File: config.mk
export PLATFORM = sky130hd
export DESIGN_NAME = keyboard_key_state_and_event_queue
export DESIGN_NICKNAME = d
export VERILOG_FILES = /design/src/rtl/core/kbq_pkg.sv /design/src/rtl/core/kbq_ctrl.sv /design/src/rtl/core/kbq_dp.sv /design/src/rtl/core/keyboard_key_state_and_event_queue.sv
export SDC_FILE = /design/constraint.sdc
export NUM_CORES = 1
export LEC_CHECK = 0
export ABC_AREA = 1
export BUFFER_PORTS_ARGS = -buffer_cell sky130_fd_sc_hd__buf_2
export CORE_MARGIN = 4
export CORE_UTILIZATION = 40
export CTS_CLUSTER_DIAMETER = 80
export DETAILED_ROUTE_END_ITERATION = 6
export SETUP_SLACK_MARGIN = 0.1
export SLEW_MARGIN = 0
export SYNTH_ARGS = -nofsm -noshare
export SYNTH_HDL_FRONTEND = slang
export SYNTH_SLANG_ARGS = --single-unit
File: constraint.sdc
create_clock -name clk -period 3.5 [get_ports clk]
set_input_delay 1.05 -clock clk [delete_from_list [all_inputs] [get_ports clk]]
set_output_delay 1.05 -clock clk [all_outputs]
set_load 0.02 [all_outputs]
File: src/rtl/core/kbq_pkg.sv
// ============================================================================
// kbq_pkg - shared types and constants for the key state / event queue
// Function codes, fixed scan codes, controller states and the command and
// status bundles between controller and datapath.
// ============================================================================
package kbq_pkg;

    localparam int KEY_COUNT           = 128;
    localparam int KEY_W               = $clog2(KEY_COUNT);
    localparam int DEFAULT_QUEUE_DEPTH = 4;

    localparam logic [7:0]       BREAK_SCAN     = 8'd46;
    localparam logic [7:0]       RELEASE_ALL_LO = 8'd128;
    localparam logic [7:0]       RELEASE_ALL_HI = 8'd129;
    localparam logic [KEY_W-1:0] EXIT_KEY_RESET = KEY_W'(45);

    // bit positions in the modifier byte
    localparam int CTRL_BIT = 2;
    localparam int ALT_BIT  = 3;

    typedef enum logic [2:0] {
        FN_RAW   = 3'd0,
        FN_PUSH  = 3'd1,
        FN_READ  = 3'd2,
        FN_FLUSH = 3'd3,
        FN_QUERY = 3'd4
    } kbq_func_t;

    typedef enum logic [2:0] {
        ST_IDLE,
        ST_EXEC,
        ST_READ,
        ST_POP
    } kbq_state_t;

    typedef struct packed {
        logic [7:0] char_code;
        logic [7:0] scan_byte;
        logic [7:0] mods;
    } kbq_slot_t;

    typedef struct packed {
        logic capture;
        logic exec_op;
        logic push_break;
        logic mem_rd;
        logic pop_load;
        logic empty_load;
    } kbq_cmd_t;

    typedef struct packed {
        logic func_is_read;
        logic break_pending;
        logic queue_nonempty;
        logic out_free;
    } kbq_status_t;

endpackage

File: src/rtl/core/kbq_ctrl.sv
// ============================================================================
// kbq_ctrl - sequencer for the key state / event queue
// Steps one word at a time through execute, break injection, slot read and
// result load; drives the datapath through a command bundle.
// ============================================================================
module kbq_ctrl
(
    input  logic                 clk,
    input  logic                 rst_n,
    input  logic                 in_valid,
    output logic                 in_stall,
    input  kbq_pkg::kbq_status_t status,
    output kbq_pkg::kbq_cmd_t    cmd
);

    kbq_pkg::kbq_state_t state_reg;
    kbq_pkg::kbq_state_t state_next;

    always_ff @(posedge clk or negedge rst_n)
    begin
        if (!rst_n)
        begin
            state_reg <= kbq_pkg::ST_IDLE;
        end
        else
        begin
            state_reg <= state_next;
        end
    end

    always_comb
    begin
        state_next = state_reg;
        cmd        = '0;
        in_stall   = 1'b1;
        unique case (state_reg)
            kbq_pkg::ST_IDLE:
            begin
                in_stall    = 1'b0;
                cmd.capture = in_valid;
                if (in_valid)
                begin
                    state_next = kbq_pkg::ST_EXEC;
                end
            end
            kbq_pkg::ST_EXEC:
            begin
                if (status.func_is_read)
                begin
                    // pending Ctrl-C goes into the queue ahead of the pop
                    cmd.push_break = status.break_pending;
                    state_next     = kbq_pkg::ST_READ;
                end
                else if (status.out_free)
                begin
                    cmd.exec_op = 1'b1;
                    state_next  = kbq_pkg::ST_IDLE;
                end
            end
            kbq_pkg::ST_READ:
            begin
                if (status.queue_nonempty)
                begin
                    cmd.mem_rd = 1'b1;
                    state_next = kbq_pkg::ST_POP;
                end
                else if (status.out_free)
                begin
                    cmd.empty_load = 1'b1;
                    state_next     = kbq_pkg::ST_IDLE;
                end
            end
            kbq_pkg::ST_POP:
            begin
                if (status.out_free)
                begin
                    cmd.pop_load = 1'b1;
                    state_next   = kbq_pkg::ST_IDLE;
                end
            end
            default:
            begin
                state_next = kbq_pkg::ST_IDLE;
            end
        endcase
    end

endmodule

File: src/rtl/core/kbq_dp.sv
// ============================================================================
// kbq_dp - datapath for the key state / event queue
// Key-down flags, event slot memory with ring pointers, break and exit
// flags, the exit key register and the output register.
// ============================================================================
module kbq_dp
#(
    parameter int QUEUE_DEPTH = kbq_pkg::DEFAULT_QUEUE_DEPTH
)
(
    input  logic                        clk,
    input  logic                        rst_n,
    input  kbq_pkg::kbq_cmd_t           cmd,
    output kbq_pkg::kbq_status_t        status,
    input  logic                        cfg_wr_en,
    input  logic [kbq_pkg::KEY_W-1:0]   cfg_wr_data,
    input  logic [2:0]                  func,
    input  logic [7:0]                  raw_code,
    input  logic [7:0]                  char_code,
    input  logic [7:0]                  modifier_bits,
    input  logic [kbq_pkg::KEY_W-1:0]   key_index,
    output logic                        out_valid,
    input  logic                        out_stall,
    output logic [7:0]                  event_char,
    output logic [7:0]                  event_scan,
    output logic [7:0]                  event_modifiers,
    output logic                        exit_flag,
    output logic                        key_down,
    output logic                        queue_empty
);

    localparam int PTR_W = $clog2(QUEUE_DEPTH);
    localparam logic [PTR_W-1:0] PTR_LAST = PTR_W'(QUEUE_DEPTH - 1);

    // captured word
    logic [2:0]                func_reg;
    logic [7:0]                code_reg;
    logic [7:0]                char_reg;
    logic [7:0]                mods_reg;
    logic [kbq_pkg::KEY_W-1:0] key_reg;

    logic [kbq_pkg::KEY_COUNT-1:0] flags_reg;
    logic [kbq_pkg::KEY_COUNT-1:0] flags_next;
    logic [PTR_W-1:0]              rp_reg;
    logic [PTR_W-1:0]              rp_next;
    logic [PTR_W-1:0]              wp_reg;
    logic [PTR_W-1:0]              wp_next;
    logic [PTR_W-1:0]              wp_inc;
    logic                          break_reg;
    logic                          break_next;
    logic                          exit_reg;
    logic                          exit_next;
    logic [kbq_pkg::KEY_W-1:0]     exit_key_reg;

    kbq_pkg::kbq_slot_t slots_mem [QUEUE_DEPTH];
    kbq_pkg::kbq_slot_t rd_data_reg;
    kbq_pkg::kbq_slot_t push_word;
    logic               push_en;

    logic       out_valid_reg;
    logic [7:0] out_char_reg;
    logic [7:0] out_scan_reg;
    logic [7:0] out_mods_reg;
    logic       out_exit_reg;
    logic       out_down_reg;
    logic       out_empty_reg;
    logic [7:0] res_char;
    logic [7:0] res_scan;
    logic [7:0] res_mods;
    logic       res_down;
    logic       out_load;
    logic       out_free;

    assign out_load = cmd.exec_op | cmd.pop_load | cmd.empty_load;
    assign out_free = ~out_valid_reg | ~out_stall;
    assign wp_inc   = (wp_reg == PTR_LAST) ? '0 : wp_reg + 1'b1;

    assign status.func_is_read   = (func_reg == kbq_pkg::FN_READ);
    assign status.break_pending  = break_reg;
    assign status.queue_nonempty = (rp_reg != wp_reg);
    assign status.out_free       = out_free;

    always_comb
    begin
        flags_next = flags_reg;
        rp_next    = rp_reg;
        wp_next    = wp_reg;
        break_next = break_reg;
        exit_next  = exit_reg;
        push_en    = 1'b0;
        push_word  = '{char_code: char_reg, scan_byte: code_reg, mods: mods_reg};
        res_char   = 8'd0;
        res_scan   = 8'd0;
        res_mods   = 8'd0;
        res_down   = 1'b0;

        if (cmd.push_break)
        begin
            push_en    = 1'b1;
            push_word  = '{char_code: 8'd0, scan_byte: kbq_pkg::BREAK_SCAN, mods: mods_reg};
            break_next = 1'b0;
        end

        if (cmd.exec_op)
        begin
            unique case (func_reg)
                kbq_pkg::FN_RAW:
                begin
                    if (mods_reg[kbq_pkg::CTRL_BIT] && code_reg == kbq_pkg::BREAK_SCAN)
                    begin
                        flags_next[kbq_pkg::BREAK_SCAN[kbq_pkg::KEY_W-1:0]] = 1'b1;
                        break_next = 1'b1;
                    end
                    else if (!code_reg[7])
                    begin
                        flags_next[code_reg[kbq_pkg::KEY_W-1:0]] = 1'b1;
                    end
                    else if (code_reg != kbq_pkg::RELEASE_ALL_LO &&
                             code_reg != kbq_pkg::RELEASE_ALL_HI)
                    begin
                        // break code: key number is the low seven bits
                        flags_next[code_reg[kbq_pkg::KEY_W-1:0]] = 1'b0;
                    end
                    else
                    begin
                        flags_next = '0;
                    end
                end
                kbq_pkg::FN_PUSH:
                begin
                    push_en = 1'b1;
                end
                kbq_pkg::FN_FLUSH:
                begin
                    rp_next  = '0;
                    wp_next  = '0;
                    res_mods = mods_reg;
                end
                kbq_pkg::FN_QUERY:
                begin
                    res_down = flags_reg[key_reg];
                end
                default:
                begin
                end
            endcase
        end

        if (cmd.empty_load)
        begin
            res_mods = mods_reg;
        end

        if (cmd.pop_load)
        begin
            res_char  = rd_data_reg.char_code;
            res_scan  = rd_data_reg.scan_byte;
            res_mods  = rd_data_reg.mods;
            exit_next = rd_data_reg.mods[kbq_pkg::ALT_BIT] &&
                        (rd_data_reg.scan_byte == {1'b0, exit_key_reg});
            rp_next   = (rp_reg == PTR_LAST) ? '0 : rp_reg + 1'b1;
        end

        // full queue: write pointer stays, so the pushed word lands outside the pointers and is dropped
        if (push_en)
        begin
            wp_next = (wp_inc == rp_reg) ? wp_reg : wp_inc;
        end
    end

    always_ff @(posedge clk or negedge rst_n)
    begin
        if (!rst_n)
        begin
            flags_reg     <= '0;
            rp_reg        <= '0;
            wp_reg        <= '0;
            break_reg     <= 1'b0;
            exit_reg      <= 1'b0;
            exit_key_reg  <= kbq_pkg::EXIT_KEY_RESET;
            out_valid_reg <= 1'b0;
        end
        else
        begin
            flags_reg <= flags_next;
            rp_reg    <= rp_next;
            wp_reg    <= wp_next;
            break_reg <= break_next;
            exit_reg  <= exit_next;
            if (cfg_wr_en)
            begin
                exit_key_reg <= cfg_wr_data;
            end
            if (out_load)
            begin
                out_valid_reg <= 1'b1;
            end
            else if (!out_stall)
            begin
                out_valid_reg <= 1'b0;
            end
        end
    end

    always_ff @(posedge clk)
    begin
        if (cmd.capture)
        begin
            func_reg <= func;
            code_reg <= raw_code;
            char_reg <= char_code;
            mods_reg <= modifier_bits;
            key_reg  <= key_index;
        end
        if (out_load)
        begin
            out_char_reg  <= res_char;
            out_scan_reg  <= res_scan;
            out_mods_reg  <= res_mods;
            out_exit_reg  <= exit_next;
            out_down_reg  <= res_down;
            out_empty_reg <= (rp_next == wp_next);
        end
    end

    always_ff @(posedge clk)
    begin
        if (push_en)
        begin
            slots_mem[wp_reg] <= push_word;
        end
        if (cmd.mem_rd)
        begin
            rd_data_reg <= slots_mem[rp_reg];
        end
    end

    assign out_valid       = out_valid_reg;
    assign event_char      = out_char_reg;
    assign event_scan      = out_scan_reg;
    assign event_modifiers = out_mods_reg;
    assign exit_flag       = out_exit_reg;
    assign key_down        = out_down_reg;
    assign queue_empty     = out_empty_reg;

endmodule

File: src/rtl/core/keyboard_key_state_and_event_queue.sv
// ============================================================================
// keyboard_key_state_and_event_queue - key-down table and key event queue
// Top level: sequencer plus datapath, exit key register on a write port.
// ============================================================================
// Usage:
//   Input channel (in_valid / in_stall) carries one operation word: func,
//   raw_code, char_code, modifier_bits, key_index. Every word yields exactly
//   one result word on the output channel (out_valid / out_stall).
//   The block works on one word at a time; in_stall is high from the cycle
//   after acceptance until the result is loaded into the output register.
//   From acceptance to the output register: raw scancode, push, flush,
//   query and unused codes load from the execute state; a read passes the
//   execute state (optional Ctrl-C injection) and the read state, which
//   checks the queue and loads an empty result, while a pop goes on to load
//   from the pop state after the registered read port of the slot memory.
//   The next word is accepted only once the sequencer is back in idle.
//   A result held under out_stall does not block acceptance of the next
//   word; that word waits in the sequencer only when its own result is due.
//   Reset clears all key flags, both queue pointers, the pending break and
//   exit flags, and sets the exit key to scan code 45; no sweep is needed.
//   cfg_wr_en writes the exit key scan code; write only while idle.
// ============================================================================
module keyboard_key_state_and_event_queue
#(
    parameter int QUEUE_DEPTH = kbq_pkg::DEFAULT_QUEUE_DEPTH
)
(
    input  logic                      clk,
    input  logic                      rst_n,
    input  logic                      cfg_wr_en,
    input  logic [kbq_pkg::KEY_W-1:0] cfg_wr_data,
    input  logic                      in_valid,
    output logic                      in_stall,
    input  logic [2:0]                func,
    input  logic [7:0]                raw_code,
    input  logic [7:0]                char_code,
    input  logic [7:0]                modifier_bits,
    input  logic [kbq_pkg::KEY_W-1:0] key_index,
    output logic                      out_valid,
    input  logic                      out_stall,
    output logic [7:0]                event_char,
    output logic [7:0]                event_scan,
    output logic [7:0]                event_modifiers,
    output logic                      exit_flag,
    output logic                      key_down,
    output logic                      queue_empty
);

    kbq_pkg::kbq_cmd_t    cmd;
    kbq_pkg::kbq_status_t status;

    kbq_ctrl u_ctrl
    (
        .clk      (clk),
        .rst_n    (rst_n),
        .in_valid (in_valid),
        .in_stall (in_stall),
        .status   (status),
        .cmd      (cmd)
    );

    kbq_dp
    #(
        .QUEUE_DEPTH (QUEUE_DEPTH)
    )
    u_dp
    (
        .clk             (clk),
        .rst_n           (rst_n),
        .cmd             (cmd),
        .status          (status),
        .cfg_wr_en       (cfg_wr_en),
        .cfg_wr_data     (cfg_wr_data),
        .func            (func),
        .raw_code        (raw_code),
        .char_code       (char_code),
        .modifier_bits   (modifier_bits),
        .key_index       (key_index),
        .out_valid       (out_valid),
        .out_stall       (out_stall),
        .event_char      (event_char),
        .event_scan      (event_scan),
        .event_modifiers (event_modifiers),
        .exit_flag       (exit_flag),
        .key_down        (key_down),
        .queue_empty     (queue_empty)
    );

    // one word in flight: an accepted word blocks the input next cycle
    a_one_in_flight: assert property (@(posedge clk) disable iff (!rst_n)
        (in_valid && !in_stall) |=> in_stall)
        else $error("word accepted while another is in flight");

    // a pop only reads a slot between the pointers
    a_pop_nonempty: assert property (@(posedge clk) disable iff (!rst_n)
        cmd.mem_rd |-> status.queue_nonempty)
        else $error("slot read on empty queue");

    // results only go into a free output register
    a_load_free: assert property (@(posedge clk) disable iff (!rst_n)
        (cmd.exec_op || cmd.pop_load || cmd.empty_load) |-> status.out_free)
        else $error("result overwrote a pending output word");

    // break injection only with a pending Ctrl-C, and it clears it
    a_break_push: assert property (@(posedge clk) disable iff (!rst_n)
        cmd.push_break |-> status.break_pending ##1 !status.break_pending)
        else $error("break injection out of order");

    a_cmd_onehot: assert property (@(posedge clk) disable iff (!rst_n)
        $onehot0({cmd.exec_op, cmd.push_break, cmd.mem_rd, cmd.pop_load,
                  cmd.empty_load}))
        else $error("conflicting datapath commands");

endmodule
==> flow_summary.toml <==
[logic_synthesis]
synth_area_sq_um = 14800
synthSimpleGateAreaFrac_pct = 19.4
yosys-top-cells-area = "edfxtp_1, dfrtp_1, nand2_1, nand3_1, nor2_1"
yosysMostFrequentCell = "nand2_1"
post_synth_mux_area_share_pct = 0.228
synth-edff-count = 181
synth_compound_area_share_pct = 12.9
yosys_most_used_dff = "edfxtp_1"
synth_xor_area_share_pct = 0.295
ys_seq_elements = 326
synth_fa_ha_area_share_pct = 0.422
yosysWarnings = 0
yosysTopAreaCellShare_pct = 36.6
syn-instance-count = 1514
synth_top_area_cell = "edfxtp_1"
synth_area_per_cell_sq_um = 9.80
ys_types = 44
async_reset_ff_share_pct = 44.5
syn-num-nets = 1565
synthTopCellsByCount = "nand2_1, nor2_1, edfxtp_1"
synth_top_family_by_area = "simple AND/OR/NAND/NOR gates"
yosysSeqAreaShare_pct = 61.1

[place]
globalplace.congestion = 0.893
hpwlAfterDp_um = 25700
numPortBuffers = 74
placed_area_sq_um = 15800

[pwr]
p_int_mw = 6.59
power_frac_comb_pct = 8.4
power.share.sequential_pct = 48.7
clkPwrFrac_pct = 42.9
switchingPower_mw = 2.14
finalPower_mw = 8.74
peakVddDrop_uv = 332
leakagePower_nw = 7.07
swShare_pct = 24.5
powerDensity_nw_per_um2 = 514

[clock_network]
numClockSinks = 326
cts_inserted_buffers = 38
cts_resized = 0
clk_pin_slew_ns = 0.06
tritoncts = "built"
ctsHoldBuffers = 0
worstSkewPairLatency_ns = 0.54
cts_root_buf = "clkbuf_16"
cts_setup_buffers = 0
cts_max_level = 2
clock_path_buffers = 3

[drt]
drc_errors = 0
drt_iter0_drc = 994
wirelength_um = 40600
routed_via_density = 5.52
via_count = 11500
drt_pass1_iterations = 5
wl_per_cell_um = 19.5
ant_nets = 0

[sta]
finalCritPeriodShare_pct = 79.6
rsz0062_at_grt = "no"
fin_crit_ns = 2.79
fin_tns_setup_ns = 0
hold_violations = 0
holdWs_ns = 0.452
tightestPinTransition_ns = 1.16
slew-limit-headroom_pct = 22.5
fmax_mhz = 359
fin_skew_ns = 0.0251
maxSlewViolCount = 0
finalSetupViolations = 0

[global_routing]
grtUsageMet1_pct = 26.5
grt_usage_pct = 19.7
grt_max_degree = 70
grt_pass1_vias = 11200
grt_overflow_total = 0
grt_pass1_wl_um = 64200
met3_usage_pct = 3.62
busiest_layer = "met2"
grtUsageMet2_pct = 32.7
antenna_found_initial = 0

[critical_path]
required_ns = 3.96
cp_max_fo = 61
crit_path_end_kind = "flip-flop"
critPathLaunchType = "flip-flop"
crit_arrival_ns = 3.24
rrSetupSlack_ns = 0.71
path_class = "flip-flop to flip-flop"

[hold_path]
hold_class = "primary input to asynchronous set/reset pin"

[cells_and_area]
fill_cells = 3450
syn2layout_area_growth_pct = 14.6
nets = 1639
diodes = 0
drive_gt1_share_pct = 12.7
final_area_sq_um = 17000
ff_latch_area_sq_um = 9070
multiInputGateArea_sq_um = 4950
largest_reg_flops = 128

[die]
rows = 70
die_w_um = 201
core-area_sq_um = 36600
initial_core_util_pct = 40.5
die-area_sq_um = 40200
io_pins = 75
dieHeight_um = 201

[run_status]
status = "finished clean"

[job]
drv_cap = 0
==> power by group through the flow <==
stage               clock network, mW  logic (mW)  registers (mW)
floorplan                           0       0.446            4.33
global placement                    0       0.718            4.33
detailed placement                  0       0.732            4.33
CTS                              3.83       0.735            4.26
global route                     3.98       0.821            4.27
finish                           3.75       0.731            4.26
==> cell families (layout without fill, tap and decap cells) <==
kind of cell             count (synthesis)  in the layout
AND/OR/NAND/NOR                        651            651
flip-flops                             326            326
AO/OA/AOI/OAI                          313            313
buffers and inverters                  210            311
adder cells (fa/ha/maj)                  5              5
XOR/XNOR                                 5              5
multiplexers                             3              3
other                                    1              1
==> per-layer routing <==
| layer | vias to the layer above | wire length, um | part of all wire [%] |
|---|---|---|---|
| met2 | 450 | 19700 | 48 |
| met3 | 83 | 2560 | 6.3 |
| met5 | - | 0 | 0 |
| li1 | 5411 | - | - |
| met1 | 5552 | 17300 | 43 |
| met4 | 0 | 1070 | 2.6 |
==> cell usage in the layout, fill, tap and decap left out, drive strengths merged, types with 3 or more instances in the layout <==
cell    synthesis  final
a211oi         14     14
a21oi          61     61
a31oi          28     28
buf            31    119
clkbuf         54     49
clkinv          4     17
dfrtp         141    141
dfstp           4      4
edfxtp        181    181
ha              5      5
inv           121    124
mux2            3      3
nand2         231    231
nand3         151    151
nand4          10     10
nor2          192    192
nor3           54     54
nor3b          10     10
nor4            3      3
o211a          18     18
o21a           33     33
o21ai         101    101
o21bai         25     25
o22ai          29     29
xnor2           5      5
==> through the flow <==
| step | cells | worst slack (ns) | util, % |
|---|---|---|---|
| final | 2083 | 0.714 | 46.5 |
| after global routing | 2083 | 0.579 | 46.5 |
| after CTS | 2083 | 0.714 | 46.5 |
| after detailed placement | 2016 | 0.280 | 43.3 |
| after global placement | 2016 | 0.375 | 43.3 |
| after floorplan | 1514 | 0.344 | - |
==> critical path, cell delays in order, from the launching register on <==
cell and delay (ns):
edfxtp_1 0.44, inv_1 0.13, nand2_1 0.09, nor2_2 0.29
nand4_2 0.23, nand2_4 0.23, nor3_4 0.06, inv_2 0.84
o21ai_0 0.21, a31oi_1 0.20
==> area by class of cell <==
type / instances / area share, %
Timing Repair Buffer: 119 / 4.49
Tap cell: 468 / 3.44
Clock buffer: 49 / 5.95
Clock inverter: 18 / 0.905
Sequential cell: 326 / 53.3
Inverter: 125 / 2.76
Multi-Input combinational cell: 978 / 29.1
==> worst paths after layout <==
| check | from | to | cells past startpoint |
|---|---|---|---|
| min in group clk | u_dp.flags_reg[52] | u_dp.flags_reg[52] | 1 |
| max reg2reg | u_dp.code_reg[4] | u_dp.flags_reg[101] | 9 |
| min reg2reg | u_dp.flags_reg[52] | u_dp.flags_reg[52] | 1 |
| max in group asynchronous | rst_n | u_dp.break_reg | 2 |
| max | u_dp.code_reg[4] | u_dp.flags_reg[101] | 9 |
| min | rst_n | u_dp.exit_key_reg[4] | 1 |
(Power assumes the default switching activity.)
